<file path="src/sv/iirdf1_pkg.sv">
`timescale 1ns / 1ps
`default_nettype none

package iirdf1_pkg;

    localparam int SAMP_W  = 16;
    localparam int COEF_W  = 24;
    localparam int FRAC_W  = 20;
    localparam int PROD_W  = SAMP_W + COEF_W;
    localparam int ACC_W   = PROD_W + 4;
    localparam int NCOEF   = 13;
    localparam int STEP_W  = 4;
    localparam int CSEL_W  = 4;
    localparam int TAP_W   = 3;
    localparam int PDATA_W = 64;
    localparam int PADDR_W = 6;

    // Register indexes on the configuration port
    localparam logic [2:0] REG_B0_B1 = 3'd0;
    localparam logic [2:0] REG_B2_B3 = 3'd1;
    localparam logic [2:0] REG_B4_B5 = 3'd2;
    localparam logic [2:0] REG_B6_A1 = 3'd3;
    localparam logic [2:0] REG_A2_A3 = 3'd4;
    localparam logic [2:0] REG_A4_A5 = 3'd5;
    localparam logic [2:0] REG_A6    = 3'd6;

    // Multiplier operand sources
    localparam logic [1:0] SRC_NONE = 2'd0;
    localparam logic [1:0] SRC_X    = 2'd1;
    localparam logic [1:0] SRC_XH   = 2'd2;
    localparam logic [1:0] SRC_YH   = 2'd3;

    // Program landmarks
    localparam logic [STEP_W-1:0] STEP_FIRST_A = 4'd7;
    localparam logic [STEP_W-1:0] STEP_DRAIN   = 4'd13;
    localparam logic [STEP_W-1:0] STEP_ROUND   = 4'd14;

    typedef logic signed [SAMP_W-1:0] samp_t;
    typedef logic signed [COEF_W-1:0] coef_t;

    typedef struct packed {
        logic              mul_en;
        logic              sub;
        logic [1:0]        src;
        logic [CSEL_W-1:0] coef;
        logic [TAP_W-1:0]  tap;
        logic              jmp_ge;
        logic [STEP_W-1:0] target;
        logic              last;
    } ctrl_word_t;

    typedef struct packed {
        logic clear;
        logic issue;
        logic sub;
    } mac_ctrl_t;

    function automatic ctrl_word_t mac_word(input logic [CSEL_W-1:0] coef,
                                            input logic [TAP_W-1:0]  tap,
                                            input logic [1:0]        src,
                                            input logic              sub,
                                            input logic              cond,
                                            input logic [STEP_W-1:0] target);
        ctrl_word_t w;
        w        = '0;
        w.mul_en = 1'b1;
        w.sub    = sub;
        w.src    = src;
        w.coef   = coef;
        w.tap    = tap;
        w.jmp_ge = cond;
        w.target = target;
        return w;
    endfunction

    // Microcode: b0*x, b1..b6 against input history, a1..a6 against output
    // history; a tap at or past the tap count jumps over the rest of its group.
    function automatic ctrl_word_t ucode_rom(input logic [STEP_W-1:0] step);
        ctrl_word_t w;
        w = '0;
        case (step)
            4'd0:  w = mac_word(4'd0,  3'd0, SRC_X,  1'b0, 1'b0, '0);
            4'd1:  w = mac_word(4'd1,  3'd1, SRC_XH, 1'b0, 1'b1, STEP_FIRST_A);
            4'd2:  w = mac_word(4'd2,  3'd2, SRC_XH, 1'b0, 1'b1, STEP_FIRST_A);
            4'd3:  w = mac_word(4'd3,  3'd3, SRC_XH, 1'b0, 1'b1, STEP_FIRST_A);
            4'd4:  w = mac_word(4'd4,  3'd4, SRC_XH, 1'b0, 1'b1, STEP_FIRST_A);
            4'd5:  w = mac_word(4'd5,  3'd5, SRC_XH, 1'b0, 1'b1, STEP_FIRST_A);
            4'd6:  w = mac_word(4'd6,  3'd6, SRC_XH, 1'b0, 1'b1, STEP_FIRST_A);
            4'd7:  w = mac_word(4'd7,  3'd1, SRC_YH, 1'b1, 1'b1, STEP_DRAIN);
            4'd8:  w = mac_word(4'd8,  3'd2, SRC_YH, 1'b1, 1'b1, STEP_DRAIN);
            4'd9:  w = mac_word(4'd9,  3'd3, SRC_YH, 1'b1, 1'b1, STEP_DRAIN);
            4'd10: w = mac_word(4'd10, 3'd4, SRC_YH, 1'b1, 1'b1, STEP_DRAIN);
            4'd11: w = mac_word(4'd11, 3'd5, SRC_YH, 1'b1, 1'b1, STEP_DRAIN);
            4'd12: w = mac_word(4'd12, 3'd6, SRC_YH, 1'b1, 1'b1, STEP_DRAIN);
            4'd13: w = '0;
            default: begin
                w      = '0;
                w.last = 1'b1;
            end
        endcase
        return w;
    endfunction

endpackage

`default_nettype wire

</file>
<file path="src/sv/iirdf1_mac.sv">
`timescale 1ns / 1ps
`default_nettype none

module iirdf1_mac
    import iirdf1_pkg::*;
(
    input  wire logic      aclk,
    input  wire logic      aresetn,
    input  wire mac_ctrl_t ctrl,
    input  wire coef_t     coef,
    input  wire samp_t     operand,
    output samp_t          y_sat
);

    localparam int SAT_LSB = FRAC_W + SAMP_W - 1;
    localparam logic signed [ACC_W-1:0] HALF =
        {{(ACC_W-FRAC_W){1'b0}}, 1'b1, {(FRAC_W-1){1'b0}}};

    logic signed [PROD_W-1:0] prod_reg;
    logic                     prod_vld_reg;
    logic                     prod_sub_reg;
    logic signed [ACC_W-1:0]  acc_reg;
    logic signed [ACC_W-1:0]  acc_next;
    logic signed [ACC_W-1:0]  prod_ext;
    logic signed [ACC_W-1:0]  rnd;
    logic                     ovf;

    assign prod_ext = {{(ACC_W-PROD_W){prod_reg[PROD_W-1]}}, prod_reg};

    always_comb begin
        acc_next = acc_reg;
        if (prod_vld_reg) begin
            acc_next = prod_sub_reg ? acc_reg - prod_ext : acc_reg + prod_ext;
        end
    end

    always_ff @(posedge aclk) begin
        if (!aresetn) begin
            prod_vld_reg <= 1'b0;
        end else begin
            prod_vld_reg <= ctrl.issue;
        end
        prod_reg     <= coef * operand;
        prod_sub_reg <= ctrl.sub;
        acc_reg      <= ctrl.clear ? '0 : acc_next;
    end

    // Round half up, then saturate when the bits above the result are not
    // all copies of the sign.
    assign rnd = acc_reg + HALF;
    assign ovf = !((&rnd[ACC_W-1:SAT_LSB]) || !(|rnd[ACC_W-1:SAT_LSB]));

    always_comb begin
        if (ovf) begin
            y_sat = rnd[ACC_W-1] ? {1'b1, {(SAMP_W-1){1'b0}}} : {1'b0, {(SAMP_W-1){1'b1}}};
        end else begin
            y_sat = rnd[SAT_LSB:FRAC_W];
        end
    end

endmodule

`default_nettype wire

</file>
<file path="src/sv/iir_direct_form_one_filter.sv">
// Order-6 direct form I IIR filter, Q1.15 samples, Q4.20 coefficients.
// Input stream: s_tdata carries one sample per item, s_tuser marks the start
// of a block; with it set, all past inputs and outputs count as zero.
// Output stream: m_tdata carries one rounded, saturated Q1.15 sample per item.
// Coefficients are loaded over APB (64-bit data, registers at 8*i) only while
// the filter is idle; the user ensures it, not the block. They reset to zero.
// A microcode program runs one multiply-accumulate step per cycle through a
// single shared 24x16 multiplier: 2*TAPS-1 product steps, the skip steps at
// the group ends, one drain step and one rounding step. The result becomes
// valid on the same edge that s_tready rises, so the filter takes no new item
// until the previous one has left its rounding step.
// The finished result sits in an output register, so the next item is taken
// while it waits. If the receiver stalls, the next item runs up to its
// rounding step and holds there until the output register frees up.
// Reset clears the histories, the coefficients and m_tvalid, and holds
// s_tready low while it lasts.
`timescale 1ns / 1ps
`default_nettype none

module iir_direct_form_one_filter
    import iirdf1_pkg::*;
#(
    parameter int TAPS = 7
) (
    input  wire logic               aclk,
    input  wire logic               aresetn,
    // input stream
    input  wire logic               s_tvalid,
    output logic                    s_tready,
    input  wire logic [15:0]        s_tdata,   // [15:0] sample_in
    input  wire logic [0:0]         s_tuser,   // [0] start_of_block
    // output stream
    output logic                    m_tvalid,
    input  wire logic               m_tready,
    output logic [15:0]             m_tdata,   // [15:0] filtered_out
    // configuration
    input  wire logic               psel,
    input  wire logic               penable,
    input  wire logic               pwrite,
    input  wire logic [PADDR_W-1:0] paddr,
    input  wire logic [PDATA_W-1:0] pwdata,
    output logic [PDATA_W-1:0]      prdata,
    output logic                    pready
);

    localparam int HIST = TAPS - 1;
    localparam int HIST_IW = (HIST > 1) ? $clog2(HIST) : 1;
    localparam logic [TAP_W:0] TAPS_L = (TAP_W+1)'(TAPS);
    localparam logic [TAP_W:0] HIST_L = (TAP_W+1)'(HIST);

    // coefficient file: b0..b6 then a1..a6
    coef_t coef_reg [NCOEF];

    samp_t xh_reg [HIST];
    samp_t yh_reg [HIST];
    samp_t x_reg;

    logic              busy_reg;
    logic [STEP_W-1:0] step_reg;
    logic              out_vld_reg;
    samp_t             out_reg;

    ctrl_word_t        cw;
    logic              take_jump;
    logic              accept;
    logic              out_free;
    logic              finish;
    logic [TAP_W-1:0]  hidx;
    logic              hidx_ok;
    samp_t             operand;
    samp_t             y_sat;
    mac_ctrl_t         mctl;
    logic              wr;
    logic [2:0]        ridx;

    assign pready = 1'b1;
    assign wr     = psel && penable && pwrite;
    assign ridx   = paddr[PADDR_W-1:3];

    // Register writes: 48-bit registers of two coefficients; REG_A6 holds a6.
    always_ff @(posedge aclk) begin
        if (!aresetn) begin
            for (int i = 0; i < NCOEF; i++) begin
                coef_reg[i] <= '0;
            end
        end else if (wr) begin
            case (ridx)
                REG_B0_B1: begin
                    coef_reg[0] <= pwdata[23:0];
                    coef_reg[1] <= pwdata[47:24];
                end
                REG_B2_B3: begin
                    coef_reg[2] <= pwdata[23:0];
                    coef_reg[3] <= pwdata[47:24];
                end
                REG_B4_B5: begin
                    coef_reg[4] <= pwdata[23:0];
                    coef_reg[5] <= pwdata[47:24];
                end
                REG_B6_A1: begin
                    coef_reg[6] <= pwdata[23:0];
                    coef_reg[7] <= pwdata[47:24];
                end
                REG_A2_A3: begin
                    coef_reg[8] <= pwdata[23:0];
                    coef_reg[9] <= pwdata[47:24];
                end
                REG_A4_A5: begin
                    coef_reg[10] <= pwdata[23:0];
                    coef_reg[11] <= pwdata[47:24];
                end
                REG_A6: begin
                    coef_reg[12] <= pwdata[23:0];
                end
                default: ;
            endcase
        end
    end

    always_comb begin
        case (ridx)
            REG_B0_B1: prdata = {16'd0, coef_reg[1],  coef_reg[0]};
            REG_B2_B3: prdata = {16'd0, coef_reg[3],  coef_reg[2]};
            REG_B4_B5: prdata = {16'd0, coef_reg[5],  coef_reg[4]};
            REG_B6_A1: prdata = {16'd0, coef_reg[7],  coef_reg[6]};
            REG_A2_A3: prdata = {16'd0, coef_reg[9],  coef_reg[8]};
            REG_A4_A5: prdata = {16'd0, coef_reg[11], coef_reg[10]};
            REG_A6:    prdata = {40'd0, coef_reg[12]};
            default:   prdata = '0;
        endcase
    end

    // Sequencer: fetch the control word for this step. A tap at or past the
    // configured count skips to the next group instead of multiplying.
    assign cw        = ucode_rom(step_reg);
    assign take_jump = cw.jmp_ge && ({1'b0, cw.tap} >= TAPS_L);
    assign out_free  = !out_vld_reg || m_tready;
    assign finish    = busy_reg && cw.last && out_free;
    assign accept    = s_tvalid && s_tready;
    // hold off the input while reset is asserted
    assign s_tready  = aresetn && !busy_reg;

    always_ff @(posedge aclk) begin
        if (!aresetn) begin
            busy_reg <= 1'b0;
            step_reg <= '0;
        end else if (accept) begin
            busy_reg <= 1'b1;
            step_reg <= '0;
        end else if (busy_reg) begin
            if (cw.last) begin
                // hold on the rounding step until the output register frees
                if (out_free) begin
                    busy_reg <= 1'b0;
                    step_reg <= '0;
                end
            end else begin
                step_reg <= take_jump ? cw.target : step_reg + 1'b1;
            end
        end
    end

    // Operand select: current sample or one history slot.
    assign hidx    = cw.tap - 1'b1;
    assign hidx_ok = {1'b0, hidx} < HIST_L;

    always_comb begin
        operand = '0;
        case (cw.src)
            SRC_X:   operand = x_reg;
            SRC_XH:  operand = hidx_ok ? xh_reg[hidx[HIST_IW-1:0]] : '0;
            SRC_YH:  operand = hidx_ok ? yh_reg[hidx[HIST_IW-1:0]] : '0;
            default: operand = '0;
        endcase
    end

    assign mctl.clear = accept;
    assign mctl.issue = busy_reg && cw.mul_en && !take_jump;
    assign mctl.sub   = cw.sub;

    iirdf1_mac u_mac (
        .aclk    (aclk),
        .aresetn (aresetn),
        .ctrl    (mctl),
        .coef    (coef_reg[cw.coef]),
        .operand (operand),
        .y_sat   (y_sat)
    );

    // Histories: drop them at a block start, advance them when a result
    // leaves the rounding step.
    always_ff @(posedge aclk) begin
        if (!aresetn) begin
            for (int i = 0; i < HIST; i++) begin
                xh_reg[i] <= '0;
                yh_reg[i] <= '0;
            end
        end else if (accept && s_tuser[0]) begin
            for (int i = 0; i < HIST; i++) begin
                xh_reg[i] <= '0;
                yh_reg[i] <= '0;
            end
        end else if (finish) begin
            for (int i = HIST - 1; i > 0; i--) begin
                xh_reg[i] <= xh_reg[i-1];
                yh_reg[i] <= yh_reg[i-1];
            end
            xh_reg[0] <= x_reg;
            yh_reg[0] <= y_sat;
        end
    end

    always_ff @(posedge aclk) begin
        if (accept) begin
            x_reg <= s_tdata;
        end
        if (finish) begin
            out_reg <= y_sat;
        end
    end

    always_ff @(posedge aclk) begin
        if (!aresetn) begin
            out_vld_reg <= 1'b0;
        end else if (finish) begin
            out_vld_reg <= 1'b1;
        end else if (m_tready) begin
            out_vld_reg <= 1'b0;
        end
    end

    assign m_tvalid = out_vld_reg;
    assign m_tdata  = out_reg;

endmodule

`default_nettype wire
</file>
<file path="config.mk">
export PLATFORM = sky130hd
export DESIGN_NAME = iir_direct_form_one_filter
export DESIGN_NICKNAME = d
export VERILOG_FILES = /design/src/sv/iirdf1_pkg.sv /design/src/sv/iirdf1_mac.sv /design/src/sv/iir_direct_form_one_filter.sv
export SDC_FILE = /design/constraint.sdc
export NUM_CORES = 2
export LEC_CHECK = 0
export BUFFER_PORTS_ARGS = -buffer_cell sky130_fd_sc_hd__buf_2
export CAP_MARGIN = 40
export CORE_MARGIN = 3
export CORE_UTILIZATION = 40
export CTS_CLUSTER_SIZE = 20
export DETAILED_ROUTE_END_ITERATION = 6
export PLACE_DENSITY = 0.67
export RECOVER_POWER = 100
export SLEW_MARGIN = 20
export SYNTH_ARGS = -nofsm -noshare
export SYNTH_HDL_FRONTEND = slang
export SYNTH_SLANG_ARGS = --single-unit
</file>
<file path="constraint.sdc">
create_clock -name aclk -period 8.9 [get_ports aclk]
set_input_delay 0.89 -clock aclk [delete_from_list [all_inputs] [get_ports aclk]]
set_output_delay 0.89 -clock aclk [all_outputs]
set_load 0.02 [all_outputs]
</file>
-- Word-level counts from Yosys, hierarchy flattened
Memories as Yosys holds them, arrays and structs flattened. A register that Yosys moved wholly into a read port is not among the register bits.
Cells that the tools add are included.
- bits in writable memories: 504
- output and inout bits: 83
- memories: 4
- logic and storage cells: 182
- input bits: 94
- bits in read-only memories: 272
- latch bits: 0
- register bits after elaboration: 124
- memories (memory ; words ; width ; read ports ; clocked after Yosys merged registers in ; write ports ; RTL line ; text):
    coef_reg ; 13 ; 24 ; 14 ; 0 ; 13 ; iir_direct_form_one_filter.sv:52 ; coef_t coef_reg [NCOEF];
    (no name shown) ; 16 ; 17 ; 1 ; 1 ; 0 ; iirdf1_pkg.sv:81 ; case (step)
    xh_reg ; 6 ; 16 ; 6 ; 0 ; 6 ; iir_direct_form_one_filter.sv:54 ; samp_t xh_reg [HIST];
    yh_reg ; 6 ; 16 ; 6 ; 0 ; 6 ; iir_direct_form_one_filter.sv:55 ; samp_t yh_reg [HIST];
- div/mod/pow operators: 0
- add/sub/neg operators: 5
- shift-type cells: 0
- muxes and demuxes: 91
- order comparisons: 2
- $mul: 1
- bitwise operators: 38
- eq/ne operators: 10
- reduce and logical (&&, ||, !) cells: 22
- operators by type and width (operator ; number):
    two-way mux 16 bit ; 28
    case mux 48 bit (7 select lines) ; 1
    two-way mux 24 bit ; 13
    case mux 16 bit (3 select lines) ; 1
    adder 44 x 21 -> 44 bit, second input constant ; 1
    adder 44 x 40 -> 44 bit ; 1
    two-way mux 44 bit ; 1
    subtractor 44 x 40 -> 44 bit ; 1
    two-way mux 1 bit ; 42
    multiplier 24 x 16 -> 40 bit ; 1
    bitwise OR 1 bit ; 37
    two-way mux 4 bit ; 5
    logical AND 1 bit ; 10
    equality test 3 bit, second input constant ; 3
    AND reduction 9 bit ; 1
    OR reduction 9 bit ; 1
    equality test 3 x 2 -> 1 bit, second input constant ; 2
    adder 4 x 1 -> 4 bit, second input constant ; 1
    equality test 2 bit, second input constant ; 2
    zero test 1 bit ; 4
    equality test 3 x 1 -> 1 bit, second input constant ; 1
    greater-or-equal comparator 3 bit, second input constant ; 1
    zero test 3 bit ; 1
    less-than comparator 3 bit, second input constant ; 1
    other kinds (8) ; 9

-- Logic depth before layout (Yosys ltp)
- depth after elaboration: 9
- mapped depth: 38

-- Hierarchy
Synthesis repeated with hierarchy kept, for this count alone.
- cell total of the unflattened synthesis: 4203
- area total of the unflattened synthesis: 45827.7 um2
- by module, submodules not included (module ; instances ; cells an instance ; sequential area each (um2) ; area each (um2)):
    iir_direct_form_one_filter ; 1 ; 1853 ; 16455.8 ; 25823.5
    iirdf1_mac ; 1 ; 2350 ; 1721.7 ; 20004.2

-- Worst setup path after synthesis
Ideal clock, no wire load.
- path kind: register to register
- from: reg cw[9] (netlist name)
- to: reg u_mac.prod_reg[21]
- data arrival time: 8.700 ns
- library setup time: 0.062 ns
- cell stages (with the launch flop): 37
- clock period less this slack: 8.762 ns
- path buffers: 8
- setup slack: 0.138 ns
- required time: 8.838 ns
- path through: dfxtp_1 > buf_2 > buf_6 > buf_6 > buf_4 > buf_4 > buf_4 > inv_1 > ha_1 > xnor2_1 > clkbuf_1 > mux4_2 > mux2i_1 > nor2_1 > a221oi_1 > clkbuf_1 > nor2_1 > fa_1 > inv_1 > fa_1 > fa_1 > fa_1 > inv_1 > fa_1 > inv_1 > fa_1 > inv_1 > ha_1 > and4_1 > a21oi_1 > o21ai_0 > a21oi_1 > o21ai_0 > a21oi_1 > o21ai_1 > or4_1 > nand3_1
- word-level cells in the longest chain between the ends: 2
- ends and longest elaborated chain (item ; RTL line ; text):
    memory (13 x 24 bit) ; -- ;
    multiplier 24 x 16 -> 40 bit ; iirdf1_mac.sv:43 ; prod_reg <= coef * operand;
    to (signal assigned) ; iirdf1_mac.sv:43 ;
    to (decl) ; iirdf1_mac.sv:19 ; logic signed [PROD_W-1:0] prod_reg;
No other way between the ends.
A chain may end at the register's enable or synchronous reset.

-- Final worst setup path
- from: reg cw[9] (netlist name)
- to: reg u_mac.prod_reg[39]
- word-level cells in the longest chain between the ends: 2
- ends and longest elaborated chain (item ; RTL line):
    memory (13 x 24 bit) ; --
    multiplier 24 x 16 -> 40 bit ; iirdf1_mac.sv:43
No other way between the ends.

==> results.md <==
* Number of filler cells placed in the layout at 10.4k
* Post-synthesis instance area at 46000 um2
* Routability-driven placement congestion ratio at 0.879
* Post-CTS clock slew at the launch and capture registers of the worst setup and hold paths at 60 ps
* Total Negative Setup Slacks at 0 ps
* Iteration count of the initial detailed-routing pass at 6
* Setup repair after global routing missed its margin: no
* Cts bufs inserted at 71
* Worst slew margin at -1.46
* Clock net sink count at 640
* Buffer levels on the longest clock path at 3
* Number of cell instances on the worst register-to-register path at 27
* Setup slack on the worst flop-to-flop path at 500 ps
* Total wire length after detailed routing at 126000 um
* Antenna violations before repair at 8
* Count of nets after finishing at 4969
* Failing checks: capacitance limit, slew limit
* Post-CTS Setup Inserts at 0
* Die Y-Extent at 345 um
* Maximum number of pins on one net before global-route repair at 98
* Tightest Pin Transition at 3680 ps
* Required time at the worst-slack endpoint at 9400 ps
* Achievable clock frequency at 119 MHz
* Post-CTS sizing at 0
* Distinct cell type count of the synthesized netlist at 82
* Gate Count Post-Synth at 4271
* Most area-hungry cell type in the Yosys netlist: edfxtp_1
* Synth top area cells: edfxtp_1 (35%), fa_1 (16%), mux4_2 (6.2%)
* Synthesis warning total at 0
* Hold Path Class: in2reg
* Clock latency of the later-clocked register in the worst-skew pair at 650 ps
* Combined global-route utilization of all metal layers at 0.210
* Async set or reset register ratio after synthesis at 0
* Total of buffers placed on input and output ports at 140
* Max-cap viol count at 11
* Effective utilization at floorplan at 0.406
* CP Launch Type: flop
* Stage delay of the slowest cell on the critical path at 570 ps
* Number of gates on the worst path with buffers counted at 27
* Number of synthesized register bits at 640
* Max FO, Critical Path at 49
* Antenna-violating nets left at 0
* Fraction of final layout cells sized beyond drive strength 1 at 0.110
* Std-Cell Rows at 123
* Die footprint at 119000 um2
* WP buf/inv at 7
* Kind of end point of the critical path: flop
* Mean Syn Cell Area at 10.8 um2
* Hold Path Stages at 1
* Wire length of the first global-routing pass at 197000 um
* Pins Over Slew Limit at 502
* Vias at 33.2k
* Count of final setup violators at 0
* Post-Route Skew at 34.1 ps
* Remaining DRCs at 0
* Layout-stage area growth over the synthesis result at 10.3%
* Final design instance area without fill at 50700 um2
* Fin crit share at 0.944
* Slowest cell on crit path: mux4_2
* Die Width at 345 um
* Placed inst area at 48600 um2
* Core area at 113000 um2
* Critical path data arrival time at 8900 ps
* Sum of overflow across all layers after global routing at 0
* Result of the run: finished, violations left
* Largest register FFs at 312
* CTS H-Tree Depth at 3
* Synth top area share at 0.350
* Count of hold buffers inserted by post-cts repair at 0
* Vias/cell at 5.62
* Violation count after the first detailed-route iteration at 3094
* Sequential share of the synthesized area at 0.395
* Root Buffer Master: clkbuf_16
* Per-cell routed wire length at 21.3 um
* Number of global-route vias before repair at 34.0k
* TritonCTS clock tree: yes
* Post-detail-place hpwl at 89200 um
* Crit path kind: reg2reg
* Count of flip-flops with a built-in enable after synthesis at 536
* Dominant delay contributor by cell family on the critical path: adder cells
* Time the worst path needs with I/O delays and setup at 8400 ps
* Endpoints failing hold at 0
* Count of pins on the block boundary at 177
* Most used cell, CP: fa_1
* Main flop type after synthesis: edfxtp_1
## logic make-up after synthesis
kind of cell               synth area share
muxes                                0.0823
other                              0.000163
adders and majority gates             0.203
buffers and inverters                0.0666
DFF                                   0.395
AOI/OAI and AO/OA                    0.0861
and+or+nand+nor                       0.142
xor gates and xnor gates             0.0244
## layer usage
layer	up-vias	share of wire	GRT usage	routed length, um
li1	14775	-	-	-
met1	16614	0.41	0.278	51100
met2	1540	0.47	0.347	59400
met3	283	0.085	0.0310	10800
met4	6	0.039	0.0820	4890
met5	-	0.00027	0	34
## worst paths after layout
check,startpoint,endpoint
worst min-delay path,s_tdata[15],x_reg[15]
worst min register to register,cw[4],u_mac.prod_sub_reg
worst max register to register,cw[9],u_mac.prod_reg[39]
worst max-delay path,cw[9],u_mac.prod_reg[39]
## synth_stat cells (28+ instances only)
cell,instances
nor2_1,549
mux2i_1,70
clkbuf_1,187
and3_1,187
buf_2,30
nand2b_1,48
xnor2_1,92
nor2b_1,80
mux4_2,126
nor3_1,37
a21oi_1,129
a22o_1,29
ha_1,145
a21o_1,38
dfxtp_1,104
o21ai_1,28
o21ai_0,91
nand2_1,311
fa_1,376
and2_1,30
a22oi_1,108
edfxtp_1,536
nand3_1,65
inv_1,517
xor2_1,36
## placed cells by master, fill, tap and decap left out, types with 104 or more instances in the layout
master and instances:
a21oi_1 129, mux4_2 126, fa_1 376, and3_1 187, a22oi_1 107, inv_1 518, nand2_1 307, nor2_1 549
o21ai_0 104, ha_1 145, edfxtp_1 536
## stage by stage
step	hold WS [ps]	cells	util	worst slack, ps
2_1_floorplan	331	4286	-	138
3_3_place_gp	429	5763	0.427	809
3_5_place_dp	433	5773	0.429	757
4_1_cts	379	5903	0.450	702
5_1_grt	404	5911	0.448	156
6_report	418	5912	0.448	500
## area by class of cell
type	instances	area, um2	area share
Clock buffer	83	1890	0.0372
Clock inverter	47	484	0.00955
Sequential cell	640	18200	0.359
Inverter	519	1950	0.0384
Tap cell	1500	1880	0.0370
Multi-Input combinational cell	2870	24800	0.490
Timing Repair Buffer	252	1490	0.0293
Antenna cell	1	2.50	0.0000493
Power is left out: the tool's default activity adds up to more than one toggle a clock period on the data nets, which glitch-free logic cannot reach.
